## config.mk

```make
export PLATFORM = sky130hd
export DESIGN_NAME = per_flow_stale_packet_filter
export DESIGN_NICKNAME = d
export VERILOG_FILES = /design/src/rtl/pfspf_pkg.sv /design/src/rtl/per_flow_stale_packet_filter.sv
export SDC_FILE = /design/constraint.sdc
export NUM_CORES = 2
export LEC_CHECK = 0
export ABC_CLOCK_PERIOD_IN_PS = 35300
export BUFFER_PORTS_ARGS = -buffer_cell sky130_fd_sc_hd__buf_2
export CAP_MARGIN = 30
export CORE_MARGIN = 8
export CORE_UTILIZATION = 42
export DETAILED_ROUTE_END_ITERATION = 6
export PLACE_DENSITY = 0.55
export SYNTH_ARGS = -nofsm -noshare
export SYNTH_HDL_FRONTEND = slang
export SYNTH_MEMORY_MAX_BITS = 65536
export SYNTH_SLANG_ARGS = --single-unit
```

## constraint.sdc

```tcl
create_clock -name clk -period 35.3 [get_ports clk]
set_input_delay 0 -clock clk [delete_from_list [all_inputs] [get_ports clk]]
set_output_delay 0 -clock clk [all_outputs]
set_load 0.05 [all_outputs]
```

## src/rtl/pfspf_pkg.sv

```systemverilog
// pfspf_pkg: shared constants for the per-flow stale packet filter
// field widths, register indexes and register reset values; no dependencies
package pfspf_pkg;

  localparam int TARGET_W = 13;
  localparam int SOURCE_W = 16;
  localparam int RTIME_W  = 16;
  localparam int LTIME_W  = 32;
  localparam int KEY_W    = TARGET_W + SOURCE_W;
  localparam int TIMES_W  = RTIME_W + LTIME_W;

  localparam int NEAR_W   = 16;
  localparam int AGE_W    = 8;
  localparam int CFG_IDX_W  = 2;
  localparam int CFG_DATA_W = 16;

  localparam logic [CFG_IDX_W-1:0] CFG_NEAR_WINDOW = 2'd0;
  localparam logic [CFG_IDX_W-1:0] CFG_AGE_SCALE   = 2'd1;

  localparam logic [NEAR_W-1:0] NEAR_WINDOW_RST = 16'd1000;
  localparam logic [AGE_W-1:0]  AGE_SCALE_RST   = 8'd110;

endpackage

```

## src/rtl/per_flow_stale_packet_filter.sv

```systemverilog
// per_flow_stale_packet_filter: flow table lookup and stale packet decision
// depends on pfspf_pkg; holds the key memory and the time memory
//
// usage: one input word per packet (target, source, remote and arrival time),
// one output word per packet (toss, new_flow, table_full). both channels are
// valid/ready. cfg_we writes near_window (index 0) or age_scale (index 1);
// the user writes only while the block is idle (the block itself does not
// enforce it); other indexes are ignored. flows are kept in a key memory and
// a time memory, filled from slot 0 up; slots are never freed, so a fill
// count stands in for per-slot valid bits. one packet is handled at a time:
// the key memory is scanned one slot per cycle; a new flow then goes straight
// to the output stage, and a flow found in slot h passes through reading its
// times, comparing and writing back, and loading the output register. the
// next word is accepted as soon as the result sits in the output register,
// even if it is not yet taken.
// reset (synchronous, active low) empties the table at once and restores
// the register defaults; no clearing pass. a stalled receiver holds the
// finished result in the output stage and the block waits there before
// loading a newer one.
module per_flow_stale_packet_filter #(
  parameter int FLOW_SLOTS = 64
) (
  input  logic                                clk,
  input  logic                                rst_n,
  input  logic                                in_valid,
  output logic                                in_ready,
  input  logic [pfspf_pkg::TARGET_W-1:0]      in_target_id,
  input  logic signed [pfspf_pkg::SOURCE_W-1:0] in_source_id,
  input  logic [pfspf_pkg::RTIME_W-1:0]       in_remote_time,
  input  logic [pfspf_pkg::LTIME_W-1:0]       in_arrival_time,
  output logic                                out_valid,
  input  logic                                out_ready,
  output logic                                out_toss,
  output logic                                out_new_flow,
  output logic                                out_table_full,
  input  logic                                cfg_we,
  input  logic [pfspf_pkg::CFG_IDX_W-1:0]     cfg_index,
  input  logic [pfspf_pkg::CFG_DATA_W-1:0]    cfg_data
);

  localparam int AW = (FLOW_SLOTS > 1) ? $clog2(FLOW_SLOTS) : 1;
  localparam int CW = $clog2(FLOW_SLOTS + 1);
  localparam logic [CW-1:0] SLOTS_C = CW'(FLOW_SLOTS);

  typedef enum logic [2:0] {S_IDLE, S_SCAN, S_RDT, S_CMP, S_OUT} state_t;

  state_t state_r;

  logic [pfspf_pkg::NEAR_W-1:0]  near_r;
  logic [pfspf_pkg::AGE_W-1:0]   age_r;

  logic [pfspf_pkg::KEY_W-1:0]   key_mem  [FLOW_SLOTS];
  logic [pfspf_pkg::TIMES_W-1:0] time_mem [FLOW_SLOTS];

  logic [CW-1:0]                 fill_r;
  logic [CW-1:0]                 idx_r;
  logic                          pend_r;
  logic [AW-1:0]                 hit_r;
  logic [pfspf_pkg::KEY_W-1:0]   key_r;
  logic [pfspf_pkg::KEY_W-1:0]   key_rd_r;
  logic [pfspf_pkg::TIMES_W-1:0] time_rd_r;
  logic [pfspf_pkg::RTIME_W-1:0] rtime_r;
  logic [pfspf_pkg::LTIME_W-1:0] ltime_r;
  logic                          res_toss_r;
  logic                          res_new_r;
  logic                          res_full_r;
  logic                          out_valid_r;
  logic                          out_toss_r;
  logic                          out_new_r;
  logic                          out_full_r;

  logic                          issue;
  logic                          key_hit;
  logic [AW-1:0]                 hit_idx;
  logic                          tm_we;
  logic [AW-1:0]                 tm_waddr;
  logic                          km_we;
  logic [pfspf_pkg::RTIME_W-1:0] rdelta;
  logic [pfspf_pkg::LTIME_W-1:0] ldiff;
  logic [pfspf_pkg::RTIME_W+pfspf_pkg::AGE_W-1:0] scaled;
  logic                          keep;
  logic                          in_fire;

  assign in_fire  = in_valid && in_ready;
  assign in_ready = (state_r == S_IDLE);
  assign issue    = (state_r == S_SCAN) && (idx_r < fill_r);
  assign key_hit  = pend_r && (key_rd_r == key_r);
  assign hit_idx  = AW'(idx_r - CW'(1));

  // hit update
  assign rdelta = rtime_r - time_rd_r[pfspf_pkg::TIMES_W-1:pfspf_pkg::LTIME_W];
  assign ldiff  = ltime_r - time_rd_r[pfspf_pkg::LTIME_W-1:0];
  assign scaled = rdelta * age_r;
  assign keep   = (rdelta < near_r) ||
                  ($signed({9'b0, scaled}) < $signed({ldiff[pfspf_pkg::LTIME_W-1], ldiff}));

  // memory write selection
  always_comb begin
    km_we    = 1'b0;
    tm_we    = 1'b0;
    tm_waddr = hit_r;
    if (state_r == S_SCAN && !key_hit && idx_r == fill_r && fill_r < SLOTS_C) begin
      km_we    = 1'b1;
      tm_we    = 1'b1;
      tm_waddr = fill_r[AW-1:0];
    end else if (state_r == S_CMP && keep) begin
      tm_we    = 1'b1;
    end
  end

  always_ff @(posedge clk) begin
    if (km_we) begin
      key_mem[fill_r[AW-1:0]] <= key_r;
    end
    if (issue) begin
      key_rd_r <= key_mem[idx_r[AW-1:0]];
    end
  end

  always_ff @(posedge clk) begin
    if (tm_we) begin
      time_mem[tm_waddr] <= {rtime_r, ltime_r};
    end
    if (state_r == S_RDT) begin
      time_rd_r <= time_mem[hit_r];
    end
  end

  always_ff @(posedge clk) begin
    if (!rst_n) begin
      near_r <= pfspf_pkg::NEAR_WINDOW_RST;
      age_r  <= pfspf_pkg::AGE_SCALE_RST;
    end else if (cfg_we) begin
      unique case (cfg_index)
        pfspf_pkg::CFG_NEAR_WINDOW: near_r <= cfg_data[pfspf_pkg::NEAR_W-1:0];
        pfspf_pkg::CFG_AGE_SCALE:   age_r  <= cfg_data[pfspf_pkg::AGE_W-1:0];
        default: ;
      endcase
    end
  end

  always_ff @(posedge clk) begin
    if (!rst_n) begin
      state_r     <= S_IDLE;
      fill_r      <= '0;
      idx_r       <= '0;
      pend_r      <= 1'b0;
      out_valid_r <= 1'b0;
    end else begin
      if (out_valid_r && out_ready && state_r != S_OUT) begin
        out_valid_r <= 1'b0;
      end
      unique case (state_r)
        S_IDLE: begin
          if (in_fire) begin
            key_r   <= {in_target_id, in_source_id};
            rtime_r <= in_remote_time;
            ltime_r <= in_arrival_time;
            idx_r   <= '0;
            pend_r  <= 1'b0;
            state_r <= S_SCAN;
          end
        end
        S_SCAN: begin
          pend_r <= issue && !key_hit;
          if (issue) begin
            idx_r <= idx_r + CW'(1);
          end
          if (key_hit) begin
            hit_r   <= hit_idx;
            state_r <= S_RDT;
          end else if (idx_r == fill_r) begin
            res_toss_r <= 1'b0;
            res_new_r  <= 1'b1;
            res_full_r <= (fill_r == SLOTS_C);
            if (fill_r < SLOTS_C) begin
              fill_r <= fill_r + CW'(1);
            end
            state_r <= S_OUT;
          end
        end
        S_RDT: begin
          state_r <= S_CMP;
        end
        S_CMP: begin
          res_toss_r <= !keep;
          res_new_r  <= 1'b0;
          res_full_r <= 1'b0;
          state_r    <= S_OUT;
        end
        S_OUT: begin
          if (!out_valid_r || out_ready) begin
            out_valid_r <= 1'b1;
            out_toss_r  <= res_toss_r;
            out_new_r   <= res_new_r;
            out_full_r  <= res_full_r;
            state_r     <= S_IDLE;
          end
        end
        default: state_r <= S_IDLE;
      endcase
    end
  end

  assign out_valid      = out_valid_r;
  assign out_toss       = out_toss_r;
  assign out_new_flow   = out_new_r;
  assign out_table_full = out_full_r;

  a_fill_bound: assert property (@(posedge clk) disable iff (!rst_n)
    fill_r <= SLOTS_C && idx_r <= fill_r)
    else $error("fill count or scan index out of range");

  a_fill_step: assert property (@(posedge clk) disable iff (!rst_n)
    ($past(rst_n) && fill_r != $past(fill_r)) |-> fill_r == $past(fill_r) + CW'(1))
    else $error("fill count moved by more than one");

  a_word_flags: assert property (@(posedge clk) disable iff (!rst_n)
    out_valid_r |-> ((!out_full_r || out_new_r) && !(out_toss_r && out_new_r)))
    else $error("inconsistent output word flags");

  a_hold_result: assert property (@(posedge clk) disable iff (!rst_n)
    (out_valid_r && !out_ready) |=> out_valid_r && $stable(out_toss_r))
    else $error("output word overwritten while stalled");

endmodule
```

[Word-level counts from Yosys, hierarchy flattened]
Memory sizes are Yosys's and may differ from the RTL's. A register that Yosys moved wholly into a read port is not among the register bits.
Index checks and enable logic that the tools add are counted.
Storage, ports and cells
  register bits: 132
  RAM bits: 4928
  input port bits: 100
  output and inout bits: 5
  word-level logic and storage cells: 104
  memories: 2
Memories
  time_mem: depth 64, bits a word 48, rd ports 1, clocked after Yosys merged registers in 1, wr ports 1, RTL line per_flow_stale_packet_filter.sv:53  | logic [pfspf_pkg::TIMES_W-1:0] time_mem [FLOW_SLOTS];
  key_mem: depth 64, bits a word 29, rd ports 1, clocked after Yosys merged registers in 1, wr ports 1, RTL line per_flow_stale_packet_filter.sv:52  | logic [pfspf_pkg::KEY_W-1:0] key_mem [FLOW_SLOTS];
Cells by class
  add/sub/neg operators: 5
  $mul: 1
  $lt $le $gt $ge: 4
  eq/ne operators: 15
  muxes and demuxes: 30
  bitwise operators: 1
  reductions and logical operators: 29
Operators by type and width (count)
  $lt 25x32->1: 1
  $sub 32x32->32: 1
  $eq 29x29->1: 1
  $mul 16x8->24: 1
  $mux 1: 17
  $lt 16x16->1: 1
  $sub 16x16->16: 1
  $pmux 3 s5: 1
  $reduce_and 3->1: 5
  $add 7x1->7 const B: 2
  $mux 7: 2
  $pmux 7 s2: 1
  $mux 3: 4
  $logic_and 1x1->1: 10
  $pmux 1 s2: 4
  $reduce_and 4->1: 2
  $eq 7x7->1: 1
  $eq 7x7->1 const B: 1
  $lt 7x7->1: 1
  $lt 7x7->1 const B: 1
  $eq 3x2->1 const B: 2
  $mux 6: 1
  $ne 2x2->1 const B: 3
  $reduce_and 2->1: 3
  other kinds (13): 18

[Longest topological paths before layout]
  word-level depth: 9
  gate-level depth with buffers: 40
  mapped depth without buffers: 39

[Least setup slack after synthesis]
OpenSTA, ideal clock, no wires.
  kind: register to register
  from: register rtime_r[0] (netlist bit)
  to: memory time_mem[17][0] (netlist bit) (enable)
  library setup time: 0.513 ns
  data arrival time: 11.528 ns
  data required time: 34.787 ns
  slack: 23.259 ns
  stages on the path, launching flop included: 40
  buffers on the path: 2
  clock period less this slack: 12.041 ns
  cells stage by stage: edfxtp_1 -> inv_1 -> ha_1 -> fa_1 -> nor2b_1 -> o21ai_0 -> a21boi_1 -> o21ai_0 -> a21boi_1 -> o2111ai_1 -> nand3_1 -> a2111oi_0 -> or3b_2 -> clkbuf_1 -> and2_1 -> fa_1 -> fa_1 -> fa_1 -> [... 4 more ...] -> a21o_1 -> a21oi_1 -> o21a_1 -> a31oi_1 -> a41oi_1 -> nor2b_1 -> xnor2_1 -> ha_1 -> a21oi_1 -> nor2b_1 -> o21ai_0 -> o211a_1 -> a221oi_2 -> o21ai_1 -> or4_4 -> nor3_2 -> buf_2 -> nor3_1
Between the ends
  word-level cells in the longest chain between the ends: 9
  elaborated cells between the ends (all ways): 10
  classes of those cells: add/sub (1); mul (1); order compare (2); mux (4); reduce/logical (2)
Ends and longest elaborated chain
  start: declaration: RTL line per_flow_stale_packet_filter.sv:62  | logic [pfspf_pkg::RTIME_W-1:0] rtime_r;
  start signal: assignment: RTL line per_flow_stale_packet_filter.sv:157  | rtime_r <= in_remote_time;
  $sub 16x16->16 (*): RTL line per_flow_stale_packet_filter.sv:91  | assign rdelta = rtime_r - time_rd_r[pfspf_pkg::TIMES_W-1:pfspf_pkg::LTIME_W];
  $mul 16x8->24: RTL line per_flow_stale_packet_filter.sv:93  | assign scaled = rdelta * age_r;
  $lt 25x32->1: RTL line per_flow_stale_packet_filter.sv:95  | ($signed({9'b0, scaled}) < $signed({ldiff[pfspf_pkg::LTIME_W-1], ldiff}));
  $logic_or 1x1->1 (*): RTL line per_flow_stale_packet_filter.sv:94  | assign keep = (rdelta < near_r) ||
  $logic_and 1x1->1 (*): RTL line per_flow_stale_packet_filter.sv:106  | end else if (state_r == S_CMP && keep) begin
  $mux 1 (*): RTL line per_flow_stale_packet_filter.sv:106
  $mux 1 (*): RTL line per_flow_stale_packet_filter.sv:102  | if (state_r == S_SCAN && !key_hit && idx_r == fill_r && fill_r < SLOTS_C) begin
  $mux 1 (*): RTL line per_flow_stale_packet_filter.sv:121  | if (tm_we) begin
  $mux 1 (implied by the code) (*): RTL line per_flow_stale_packet_filter.sv:122  | time_mem[tm_waddr] <= {rtime_r, ltime_r};
  end: declaration: RTL line per_flow_stale_packet_filter.sv:53
Mark *: on every way between the ends. The rest lies on a longest branch, timed or not.

[Final worst setup path]
  from: register rtime_r[0] (netlist bit)
  to: memory time_mem[47][7] (netlist bit) (enable)
The elaborated chain is that of the path after synthesis.

==> results.toml <==
[power]
p_per_area_nw_per_um2 = 57.03
ir_worst_vdd_uv = 53.37
p_leak_nw = 72.33
power_mw = 13.31

[run_status]
status = "completed"

[route]
dr.max_layer_used = "met5"
route.met2.wl_mm = 295.0
drt_first_pass_iters = 5
drc = 0
via_per_inst = 6.004
wire_per_inst_um = 37.15
drt_iter0_drc = 13719
drt_wl_total_mm = 609.7
ant_nets = 0
route.met3.wl_mm = 49.07
wl_met1_mm = 242.7
num_vias = 98551

[synthesis]
yosysSeqAreaShare_pct = 76.33
ys_async_sr_fraction_pct = 0
synth_top_area_share_pct = 75.90
yosysUniqueCellTypes = 69
synth_area_leader_cell = "edfxtp_1"
synth_ff_type = "edfxtp_1"
syn_avg_cell_area_sq_um = 23.65
netlist_instances = 8522
syn-num-nets = 8847
yosys_warnings = 0
synth-edff-count = 5094
synth_seq_cells = 5137
synthMostInstantiatedCell = "edfxtp_1"
synth_area_sq_um = 201500
synth.area.top_cells = "edfxtp_1 (76%), mux4_2 (18%), ha_1 (0.86%), fa_1 (0.85%), clkbuf_1 (0.55%)"
synth_commonest_cells = "edfxtp_1 (5094), mux4_2 (1617), clkbuf_1 (295)"

[setup_path]
worst_path_most_repeated_cell = "fa_1"
cp-start-kind = "flop"
path_class = "reg -> reg"
worstPathArrival_ns = 13.68
worst_path_max_delay_cell = "edfxtp_1"
critPathMaxStageDelay_ns = 0.91
cp-end-kind = "flop"
worstPathMaxFanout = 40
required_ns = 35.91

[clock_tree]
clock_latency_ns = 1.05
h-tree-depth = 6
cts_max_path_buffers = 4
path_clk_slew_ns = 0.06
cts_root_buf = "clkbuf_16"
ctsResizeCount = 0
post_cts_buffers = 0
cts_buffers = 548
cts_tree = "done"
postCtsHoldBufs = 220
cts.sinks = 5137

[grt]
track_usage_pct = 23.88
grt_pass1_wl_mm = 830.7
grt_overflow = 0
grt_pass1_vias = 98521
antenna_found_initial = 115
grt_max_degree = 144

[floorplanning]
initial_core_util_pct = 42.13
placeableCoreArea_sq_um = 478300
io_pins = 105
rows = 254
dieArea_sq_um = 502200
die_h_um = 708.7
fp.dieW_um = 708.7

[sta]
finalHoldViolCount = 0
setup-tns-final_ns = 0
worst_slack_ns = 22.23
fin_worst_skew_ns = 0.07270
slew_headroom_pct = 25.30
min_period_over_period_pct = 37.02
final-max-slew-violation-count = 0
setup_violations = 0
rsz0062_at_grt = "false"
whs_ns = 0.06311
max_clock_freq_ghz = 0.07652
worst_pin_slew_ns = 1.121
period_needed_ns = 13.07

[place]
dpl_cell_area_sq_um = 212900
pre_cts_ws_ns = 22.38
place.gp.congestion = 0.8445
port_buffers = 104
hpwl_mm = 374.5
dp.cells = 15006

[run]
drv_cap = 0

[hold_path]
hp-class = "in -> reg"

[cells_and_area]
layout-drive-gt1-share_pct = 30.98
syn2layout_area_growth_pct = 15.81
fin_nets = 9709
fin_area_sq_um = 233400
instances_no_fill = 16414
final_util_pct = 48.79
-- sequential cells by signal, indices dropped and copies added, names as in the netlist --
signal          cells
pend_r              1
res_new_r           1
time_rd_r          48
key_r              29
out_table_full      1
hit_r               6
ltime_r            32
res_full_r          1
out_toss            1
out_new_flow        1
res_toss_r          1
idx_r               7
near_r             16
out_valid           1
age_r               8
time_mem         3072
state_r             3
key_rd_r           29
fill_r              7
rtime_r            16
key_mem          1856
-- per-layer routing --
metal / track usage (%) / vias to the layer above
li1: - / 38317
met1: 33.23 / 54563
met2: 38.31 / 4852
met3: 3.756 / 805
met4: 9.081 / 14
met5: 0 / -
-- power by group --
part	internal [mW]	total, mW	switching, mW
Clock	3.25	5.66	2.41
Combinational	0.349	0.901	0.552
Sequential	6.73	6.75	0.0191
-- worst max-delay path: cells and delay by family, from the launching register on --
family	cells	cell delay, ns
compound gates	14	3.20
simple gates	10	2.53
flops	1	0.91
fa+ha+maj	8	3.31
xor+xnor	2	0.81
buf+inv	6	1.57
-- path summary, 6_finish.rpt --
check	from	cells past startpoint	endpoint	slack [ns]
setup / recovery	rtime_r[0]$_DFFE_PP_	40	time_mem[47][7]$_DFFE_PP_	22.23
hold / removal	in_remote_time[5]	2	rtime_r[5]$_DFFE_PP_	0.06
setup reg to reg	rtime_r[0]$_DFFE_PP_	40	time_mem[47][7]$_DFFE_PP_	22.23
hold reg to reg	res_toss_r$_SDFFCE_PN0P_	0	out_toss$_DFFE_PP_	0.44
-- placed cells by master, fill, tap and decap left out, drive strengths merged, types with 72 or more instances in the layout --
master,Yosys,routed
diode,0,206
and2,96,96
inv,176,206
nand2,176,176
buf,117,503
dlygate4sd3,0,220
ha,139,139
nor3,89,89
a21oi,72,72
fa,86,86
clkbuf,295,661
nor2,134,134
mux4,1617,1617
edfxtp,5094,5094
clkinv,3,237
-- cell type report --
class	count	area, sq um
Clock inverter	314	3117
Clock buffer	660	14400
Tap cell	6400	8008
Multi-Input combinational cell	2794	46330
Sequential cell	5137	153800
Timing Repair Buffer	724	6485
Fill cell	38224	244900
Inverter	179	674.4
Antenna cell	206	515.5
-- kinds of logic after synthesis --
logic type | count (synthesis) | synth area share, %
multiplexers | 1619 | 18.08
AND/OR/NAND/NOR | 623 | 1.578
flip-flops | 5137 | 76.33
XOR/XNOR | 96 | 0.4172
adder cells (fa/ha/maj) | 225 | 1.717
buffers and inverters | 591 | 1.121
AO/OA/AOI/OAI | 231 | 0.7537
Note: power is estimated with default switching activity, not from simulation.
